--- src/rtl/core/lfcp_pkg.sv ---
// Shared constants, codes and controller/datapath types for the line fit block.
`timescale 1ns / 1ps
`default_nettype none
package lfcp_pkg;

  localparam int MAX_POINTS = 256;
  localparam int ADDR_W     = $clog2(MAX_POINTS);
  localparam int CNT_W      = ADDR_W + 1;
  localparam int COORD_W    = 32;
  localparam int SUM_W      = COORD_W + ADDR_W;
  localparam int ITER_W     = 9;

  localparam logic [ITER_W-1:0] ITER_RESET = 9'd16;
  localparam logic [ITER_W-1:0] ITER_CAP   = 9'd256;

  localparam logic signed [31:0] ONE_Q30 = 32'sd1073741824;
  localparam logic [32:0]        EPS_Q30 = 33'd10737;

  typedef enum logic [1:0] {
    MUL_NONE,
    MUL_DOT,
    MUL_TERM,
    MUL_SQ
  } mul_sel_t;

  typedef enum logic {
    DIV_CENTROID,
    DIV_NORM
  } div_kind_t;

  typedef struct packed {
    logic              load;
    logic              clear;
    logic              div_start;
    div_kind_t         div_kind;
    logic              div_take;
    logic [1:0]        axis;
    logic              acc_init;
    logic              rd_en;
    logic [ADDR_W-1:0] rd_addr;
    logic              q_load;
    mul_sel_t          mul;
    logic [1:0]        mul_axis;
    logic              dot_add;
    logic              acc_add;
    logic [1:0]        add_axis;
    logic              n2_add;
    logic              norm_init;
    logic              norm_shift;
    logic              sqrt_start;
    logic              nd_unit;
    logic              dir_commit;
    logic              pass_inc;
    logic              out_load;
  } cmd_t;

  typedef struct packed {
    logic [CNT_W-1:0]  count;
    logic [ITER_W-1:0] passes;
    logic [ITER_W-1:0] iters;
    logic              div_done;
    logic              sqrt_done;
    logic              m_zero;
    logic              norm_ok;
    logic              close;
  } status_t;

endpackage
`default_nettype wire

--- src/rtl/core/lfcp_ctrl.sv ---
// Controller: load handshake, fit sequencing and result handshake.
`timescale 1ns / 1ps
`default_nettype none
module lfcp_ctrl (
  input  wire logic              clk,
  input  wire logic              rst,
  input  wire logic              in_valid,
  input  wire logic              in_final,
  output logic                   in_ready,
  output logic                   out_valid,
  input  wire logic              out_ready,
  input  wire lfcp_pkg::status_t status,
  output lfcp_pkg::cmd_t         cmd
);

  typedef enum logic [4:0] {
    S_LOAD, S_CSTART, S_CDIV, S_CWAIT, S_PASS,
    S_PT_RD, S_PT_Q, S_PT_D0, S_PT_D1, S_PT_D2, S_PT_DS,
    S_PT_T0, S_PT_T1, S_PT_T2, S_PT_TS,
    S_NINIT, S_NCHK, S_SQ0, S_SQ1, S_SQ2, S_SQ3,
    S_SROOT, S_SWAIT, S_NDIV, S_NWAIT, S_CMP, S_DONE
  } state_t;

  state_t                      state;
  logic [1:0]                  axis;
  logic [lfcp_pkg::ADDR_W-1:0] p;
  logic                        last_pt;
  logic                        out_free;

  assign in_ready = (state == S_LOAD);
  assign last_pt  = {1'b0, p} == status.count - 1'b1;
  assign out_free = !out_valid || out_ready;

  always_comb begin
    cmd          = '0;
    cmd.axis     = axis;
    cmd.rd_addr  = p;
    cmd.div_kind = lfcp_pkg::DIV_CENTROID;
    cmd.mul      = lfcp_pkg::MUL_NONE;
    unique case (state)
      S_LOAD:   cmd.load = in_valid;
      S_CDIV:   cmd.div_start = 1'b1;
      S_CWAIT:  cmd.div_take = status.div_done;
      S_PASS: begin
        cmd.pass_inc = (status.passes != status.iters);
        cmd.acc_init = (status.passes != status.iters);
      end
      S_PT_RD:  cmd.rd_en = 1'b1;
      S_PT_Q:   cmd.q_load = 1'b1;
      S_PT_D0: begin
        cmd.mul = lfcp_pkg::MUL_DOT; cmd.mul_axis = 2'd0;
      end
      S_PT_D1: begin
        cmd.mul = lfcp_pkg::MUL_DOT; cmd.mul_axis = 2'd1; cmd.dot_add = 1'b1;
      end
      S_PT_D2: begin
        cmd.mul = lfcp_pkg::MUL_DOT; cmd.mul_axis = 2'd2; cmd.dot_add = 1'b1;
      end
      S_PT_DS:  cmd.dot_add = 1'b1;
      S_PT_T0: begin
        cmd.mul = lfcp_pkg::MUL_TERM; cmd.mul_axis = 2'd0;
      end
      S_PT_T1: begin
        cmd.mul = lfcp_pkg::MUL_TERM; cmd.mul_axis = 2'd1;
        cmd.acc_add = 1'b1; cmd.add_axis = 2'd0;
      end
      S_PT_T2: begin
        cmd.mul = lfcp_pkg::MUL_TERM; cmd.mul_axis = 2'd2;
        cmd.acc_add = 1'b1; cmd.add_axis = 2'd1;
      end
      S_PT_TS: begin
        cmd.acc_add = 1'b1; cmd.add_axis = 2'd2;
      end
      S_NINIT:  cmd.norm_init = 1'b1;
      S_NCHK: begin
        cmd.nd_unit    = status.m_zero;
        cmd.norm_shift = !status.m_zero && !status.norm_ok;
      end
      S_SQ0: begin
        cmd.mul = lfcp_pkg::MUL_SQ; cmd.mul_axis = 2'd0;
      end
      S_SQ1: begin
        cmd.mul = lfcp_pkg::MUL_SQ; cmd.mul_axis = 2'd1; cmd.n2_add = 1'b1;
      end
      S_SQ2: begin
        cmd.mul = lfcp_pkg::MUL_SQ; cmd.mul_axis = 2'd2; cmd.n2_add = 1'b1;
      end
      S_SQ3:    cmd.n2_add = 1'b1;
      S_SROOT:  cmd.sqrt_start = 1'b1;
      S_NDIV: begin
        cmd.div_kind  = lfcp_pkg::DIV_NORM;
        cmd.div_start = 1'b1;
      end
      S_NWAIT: begin
        cmd.div_kind = lfcp_pkg::DIV_NORM;
        cmd.div_take = status.div_done;
      end
      S_CMP:    cmd.dir_commit = !status.close;
      S_DONE: begin
        cmd.out_load = out_free;
        cmd.clear    = out_free;
      end
      default: ;
    endcase
  end

  always_ff @(posedge clk) begin
    if (rst) begin
      state     <= S_LOAD;
      axis      <= '0;
      p         <= '0;
      out_valid <= 1'b0;
    end else begin
      if (cmd.out_load) out_valid <= 1'b1;
      else if (out_ready) out_valid <= 1'b0;
      unique case (state)
        S_LOAD:   if (in_valid && in_final) state <= S_CSTART;
        S_CSTART: begin
          axis <= '0;
          state <= (status.count == '0) ? S_DONE : S_CDIV;
        end
        S_CDIV:   state <= S_CWAIT;
        S_CWAIT: begin
          if (status.div_done) begin
            if (axis == 2'd2) begin
              state <= S_PASS;
            end else begin
              axis  <= axis + 2'd1;
              state <= S_CDIV;
            end
          end
        end
        S_PASS: begin
          p <= '0;
          state <= (status.passes == status.iters) ? S_DONE : S_PT_RD;
        end
        S_PT_RD:  state <= S_PT_Q;
        S_PT_Q:   state <= S_PT_D0;
        S_PT_D0:  state <= S_PT_D1;
        S_PT_D1:  state <= S_PT_D2;
        S_PT_D2:  state <= S_PT_DS;
        S_PT_DS:  state <= S_PT_T0;
        S_PT_T0:  state <= S_PT_T1;
        S_PT_T1:  state <= S_PT_T2;
        S_PT_T2:  state <= S_PT_TS;
        S_PT_TS: begin
          if (last_pt) begin
            state <= S_NINIT;
          end else begin
            p     <= p + 1'b1;
            state <= S_PT_RD;
          end
        end
        S_NINIT:  state <= S_NCHK;
        S_NCHK: begin
          priority if (status.m_zero) state <= S_CMP;
          else if (status.norm_ok) state <= S_SQ0;
          else state <= S_NCHK;
        end
        S_SQ0:    state <= S_SQ1;
        S_SQ1:    state <= S_SQ2;
        S_SQ2:    state <= S_SQ3;
        S_SQ3:    state <= S_SROOT;
        S_SROOT:  state <= S_SWAIT;
        S_SWAIT: begin
          if (status.sqrt_done) begin
            axis  <= '0;
            state <= S_NDIV;
          end
        end
        S_NDIV:   state <= S_NWAIT;
        S_NWAIT: begin
          if (status.div_done) begin
            if (axis == 2'd2) begin
              state <= S_CMP;
            end else begin
              axis  <= axis + 2'd1;
              state <= S_NDIV;
            end
          end
        end
        S_CMP:    state <= status.close ? S_DONE : S_PASS;
        S_DONE:   if (out_free) state <= S_LOAD;
        default:  state <= S_LOAD;
      endcase
    end
  end

  a_out_free: assert property (@(posedge clk) disable iff (rst)
    cmd.out_load |-> (!out_valid || out_ready))
    else $error("result register overwritten while held");

  a_final_stops_load: assert property (@(posedge clk) disable iff (rst)
    (in_valid && in_ready && in_final) |=> !in_ready)
    else $error("load continued after final item");

  a_pass_limit: assert property (@(posedge clk) disable iff (rst)
    status.passes <= status.iters)
    else $error("pass count beyond limit");

  a_point_range: assert property (@(posedge clk) disable iff (rst)
    (state == S_PT_RD) |-> ({1'b0, p} < status.count))
    else $error("point index beyond stored count");

endmodule
`default_nettype wire

--- config.mk ---
export PLATFORM = sky130hd
export DESIGN_NAME = lfcp_ctrl
export DESIGN_NICKNAME = d
export VERILOG_FILES = /design/src/rtl/core/lfcp_pkg.sv /design/src/rtl/core/lfcp_ctrl.sv
export SDC_FILE = /design/constraint.sdc
export NUM_CORES = 1
export LEC_CHECK = 0
export BUFFER_PORTS_ARGS = -buffer_cell sky130_fd_sc_hd__buf_2
export CORE_ASPECT_RATIO = 1.75
export CORE_MARGIN = 5
export CORE_UTILIZATION = 49
export CTS_CLUSTER_DIAMETER = 40
export DETAILED_ROUTE_END_ITERATION = 8
export GPL_TIMING_DRIVEN = 0
export HOLD_SLACK_MARGIN = 0.12
export PLACE_DENSITY = 0.87
export SETUP_SLACK_MARGIN = 0.15
export SYNTH_ARGS = -nofsm -noshare
export SYNTH_HDL_FRONTEND = slang
export SYNTH_SLANG_ARGS = --single-unit
--- constraint.sdc ---
create_clock -name clk -period 6.65 [get_ports clk]
set_input_delay 1.33 -clock clk [delete_from_list [all_inputs] [get_ports clk]]
set_output_delay 1.33 -clock clk [all_outputs]
set_load 0.02 [all_outputs]
==> results.md <==
* Status: finished clean
* Post-synthesis cell type count at 60
* Fin area at 2240 sq um
* Antenna cells at 0
* Leak at 0.985 nW
* Final setup TNS at 0 ns
* Die Wd at 55.3 microns
* Critical path arrival at between 2 and 2.5 ns
* Starting Density at 49.6%
* Synthesis Warnings at 0
* Most common cell after layout, fill and taps aside: buf_2
* Clock Pin Slew Worst Setup and Hold Paths at 0.06 ns
* Post-Syn Instances at 255
* DP Area at 2180 sq um
* Core ar. at 3560 sq um
* Top cell type's share of synthesized area at 18.2%
* GR Util met1 at a little over a fifth
* Syn avg cell area at 6.91 sq um
* # hold bufs at CTS at 0
* GRT busiest layer: met2
* Final Util at a little over three fifths
* Pin count of the biggest net entering global routing at 11
* Cell total after placement at 373
* Final Wtd Congestion at 1.05
* Layout area overhead at 26.8%
* Fmax at roughly 260 MHz
* Vias in the first global route at 2198
* Via count at 2226
* Sequential area share after synthesis at 18.2%
* Post-CTS Setup Bufs at 0
* PwrDens at 123 nW/um^2
* H-tree levels at 1
* Wire per inst at ~16 microns
* Crit Path Class: in2out
* Synthesized cell area at ~1800 sq um
* Drt first pass iters at 4
* Clock Sinks at 16
* R2R Setup Slk at 3.70 ns
* Cells resized by post-CTS repair at 0
* R2R depth at 8
* Grt met2 use at between 40 and 50%
* Final WS setup at 2.83 ns
* Final nets at 372
* Final hold vios at 0
* Synth area leader: dfxtp_1
* Synth area leaders: dfxtp_1 (18%), nor2_1 (7.5%), a21oi_1 (7.4%), nand2_1 (5.1%), xnor2_1 (5.0%)
* CP endpoint: cmd[26]
* Place WS at 2.81 ns
* Die Ht at ~90 microns
* Count of final max-slew check failures at 0
* Setup crit start kind: input port
* Max IR drop VDD at 0.0000739 V
* Ys async rst share at 0%
* Overall routing resource usage at 23.8%
* Reg2reg end: state[2]
* Grt total ovfl at 0
* Post-synth EDFFs at 0
* GRT met3 Usage at ~3.6%
* Initial antenna violation count at 0
* Ys flop type: dfxtp_1
* CTS Buf Count at 3
* Clk_skew at approximately 0.0054 ns
* Critical Path Start: status[8]
* DRT iter0 DRCs at 96
* Max FO, Critical Path at 4
* Row count at 29
* Top Ports at 73
* Req. time, crit path at 5.32 ns
* TritonCTS clock tree: done
* Total of max-cap violations at 0
* First-pass GRT wire length at 9580 microns
* Post-route ant nets at 0
* Slew HR at 56.7%
* Final worst-path cycle share at about 58%
* Port bufs at 72
* Share of layout cells above drive strength 1 at between 20 and 30%
* Max Root-Sink Buffers at 2
* Setup-failing EPs final at 0
* Non-filler cells, final at 377
* Die area at 4940 sq um
* Drt total wl at ~6000 microns
* CP Capture Type: primary output
* Most frequent cells in the layout: buf_2 (74), nor2_1 (35), a21oi_1 (26)
* Average via count per standard cell at 5.90
* Worst slew pin tran at 0.643 ns
* Skew-Pair Late Insertion Delay at about 0.25 ns
* Fin crit period at between 3 and 4 ns
* Detailed Place HPWL at roughly 4900 microns
* Clk root buf: clkbuf_8
* Worst min path class: reg2reg
* RR Startpoint: state[4]
* Residual DRC count at 0
* Synth Register Bits at 16
* RSZ-0062 raised after global routing: false
* Post-synth net total at 295
-- state kept, by name, summed over array words and instances (netlist names) --
signal	cells
axis	2
state	5
out_valid	1
p	8
-- cell usage after synthesis, types with 2 or more instances --
master	instances
o21ai_0	6
buf_4	2
buf_2	2
buf_1	4
nor2_1	35
o21ai_1	3
nor2b_1	3
nor4_1	2
or4_1	4
ha_1	3
o21a_1	3
and4_1	2
inv_1	10
nor3_1	8
o41ai_1	4
a21oi_1	26
clkbuf_1	9
o31ai_1	5
nand2_1	24
nand2b_1	6
xnor2_1	10
o22ai_1	2
nand4_1	5
or3_1	6
a211o_1	2
nor4bb_1	2
a21o_1	2
nand3_1	8
dfxtp_1	16
or3_4	2
xor2_1	7
or4b_2	3
and2_1	2
-- worst max-delay path: stages --
cell,delay (ns)
buf_2,0.10
xnor2_1,0.15
nand3_1,0.09
nor4_1,0.36
nor3_1,0.16
buf_4,0.16
buf_2,0.15
-- kinds of logic (layout without fill, tap and decap cells) --
| kind of cell | after synthesis | in the layout | synth area share, % |
|---|---|---|---|
| muxes | 2 | 2 | 1.21 |
| xor gates and xnor gates | 17 | 17 | 8.45 |
| DFF | 16 | 16 | 18.2 |
| and+or+nand+nor | 120 | 120 | 36.3 |
| adders and majority gates | 3 | 3 | 2.13 |
| buffers and inverters | 29 | 105 | 7.17 |
| AOI/OAI and AO/OA | 68 | 68 | 26.5 |
-- power by group --
part | leakage (nW) | switching (mW) | internal (mW)
Clock | 0.0288 | 0.0355 | 0.0526
Combinational | 0.827 | 0.0527 | 0.0351
Sequential | 0.129 | 0.00213 | 0.0976
-- through the flow --
stage	hold WS, ns	power [mW]
2_1_floorplan	0.568	0.157
3_3_place_gp	0.486	0.187
3_5_place_dp	0.505	0.188
4_1_cts	0.514	0.276
5_1_grt	0.564	0.291
6_report	0.518	0.276
-- final cells by class --
type,count,area (sq um)
Timing Repair Buffer,72,360
Sequential cell,16,320
Fill cell,367,1320
Clock buffer,4,55.1
Buffer,18,85.1
Multi-Input combinational cell,210,1320
Tap cell,46,57.6
Inverter,11,41.3
-- worst min-delay path by stage --
| stage | startpoint | end | slack [ns] | cells after the start |
|---|---|---|---|---|
| 4_1_cts | p[7] | p[7] | 0.51 | 2 |
| 3_5_place_dp | p[7] | p[7] | 0.51 | 2 |
| 2_1_floorplan | p[7] | p[7] | 0.57 | 2 |
| 3_3_place_gp | p[7] | p[7] | 0.49 | 2 |
| 5_1_grt | p[7] | p[7] | 0.56 | 2 |
| 6_report | p[7] | p[7] | 0.52 | 2 |
-- routing by layer --
| layer | wire length (microns) | vias up |
|---|---|---|
| li1 | - | 1076 |
| met1 | 2030 | 1034 |
| met2 | 3250 | 85 |
| met3 | 301 | 31 |
| met4 | 361 | 0 |
| met5 | 0 | - |
Power figures use the tool's default switching activity.
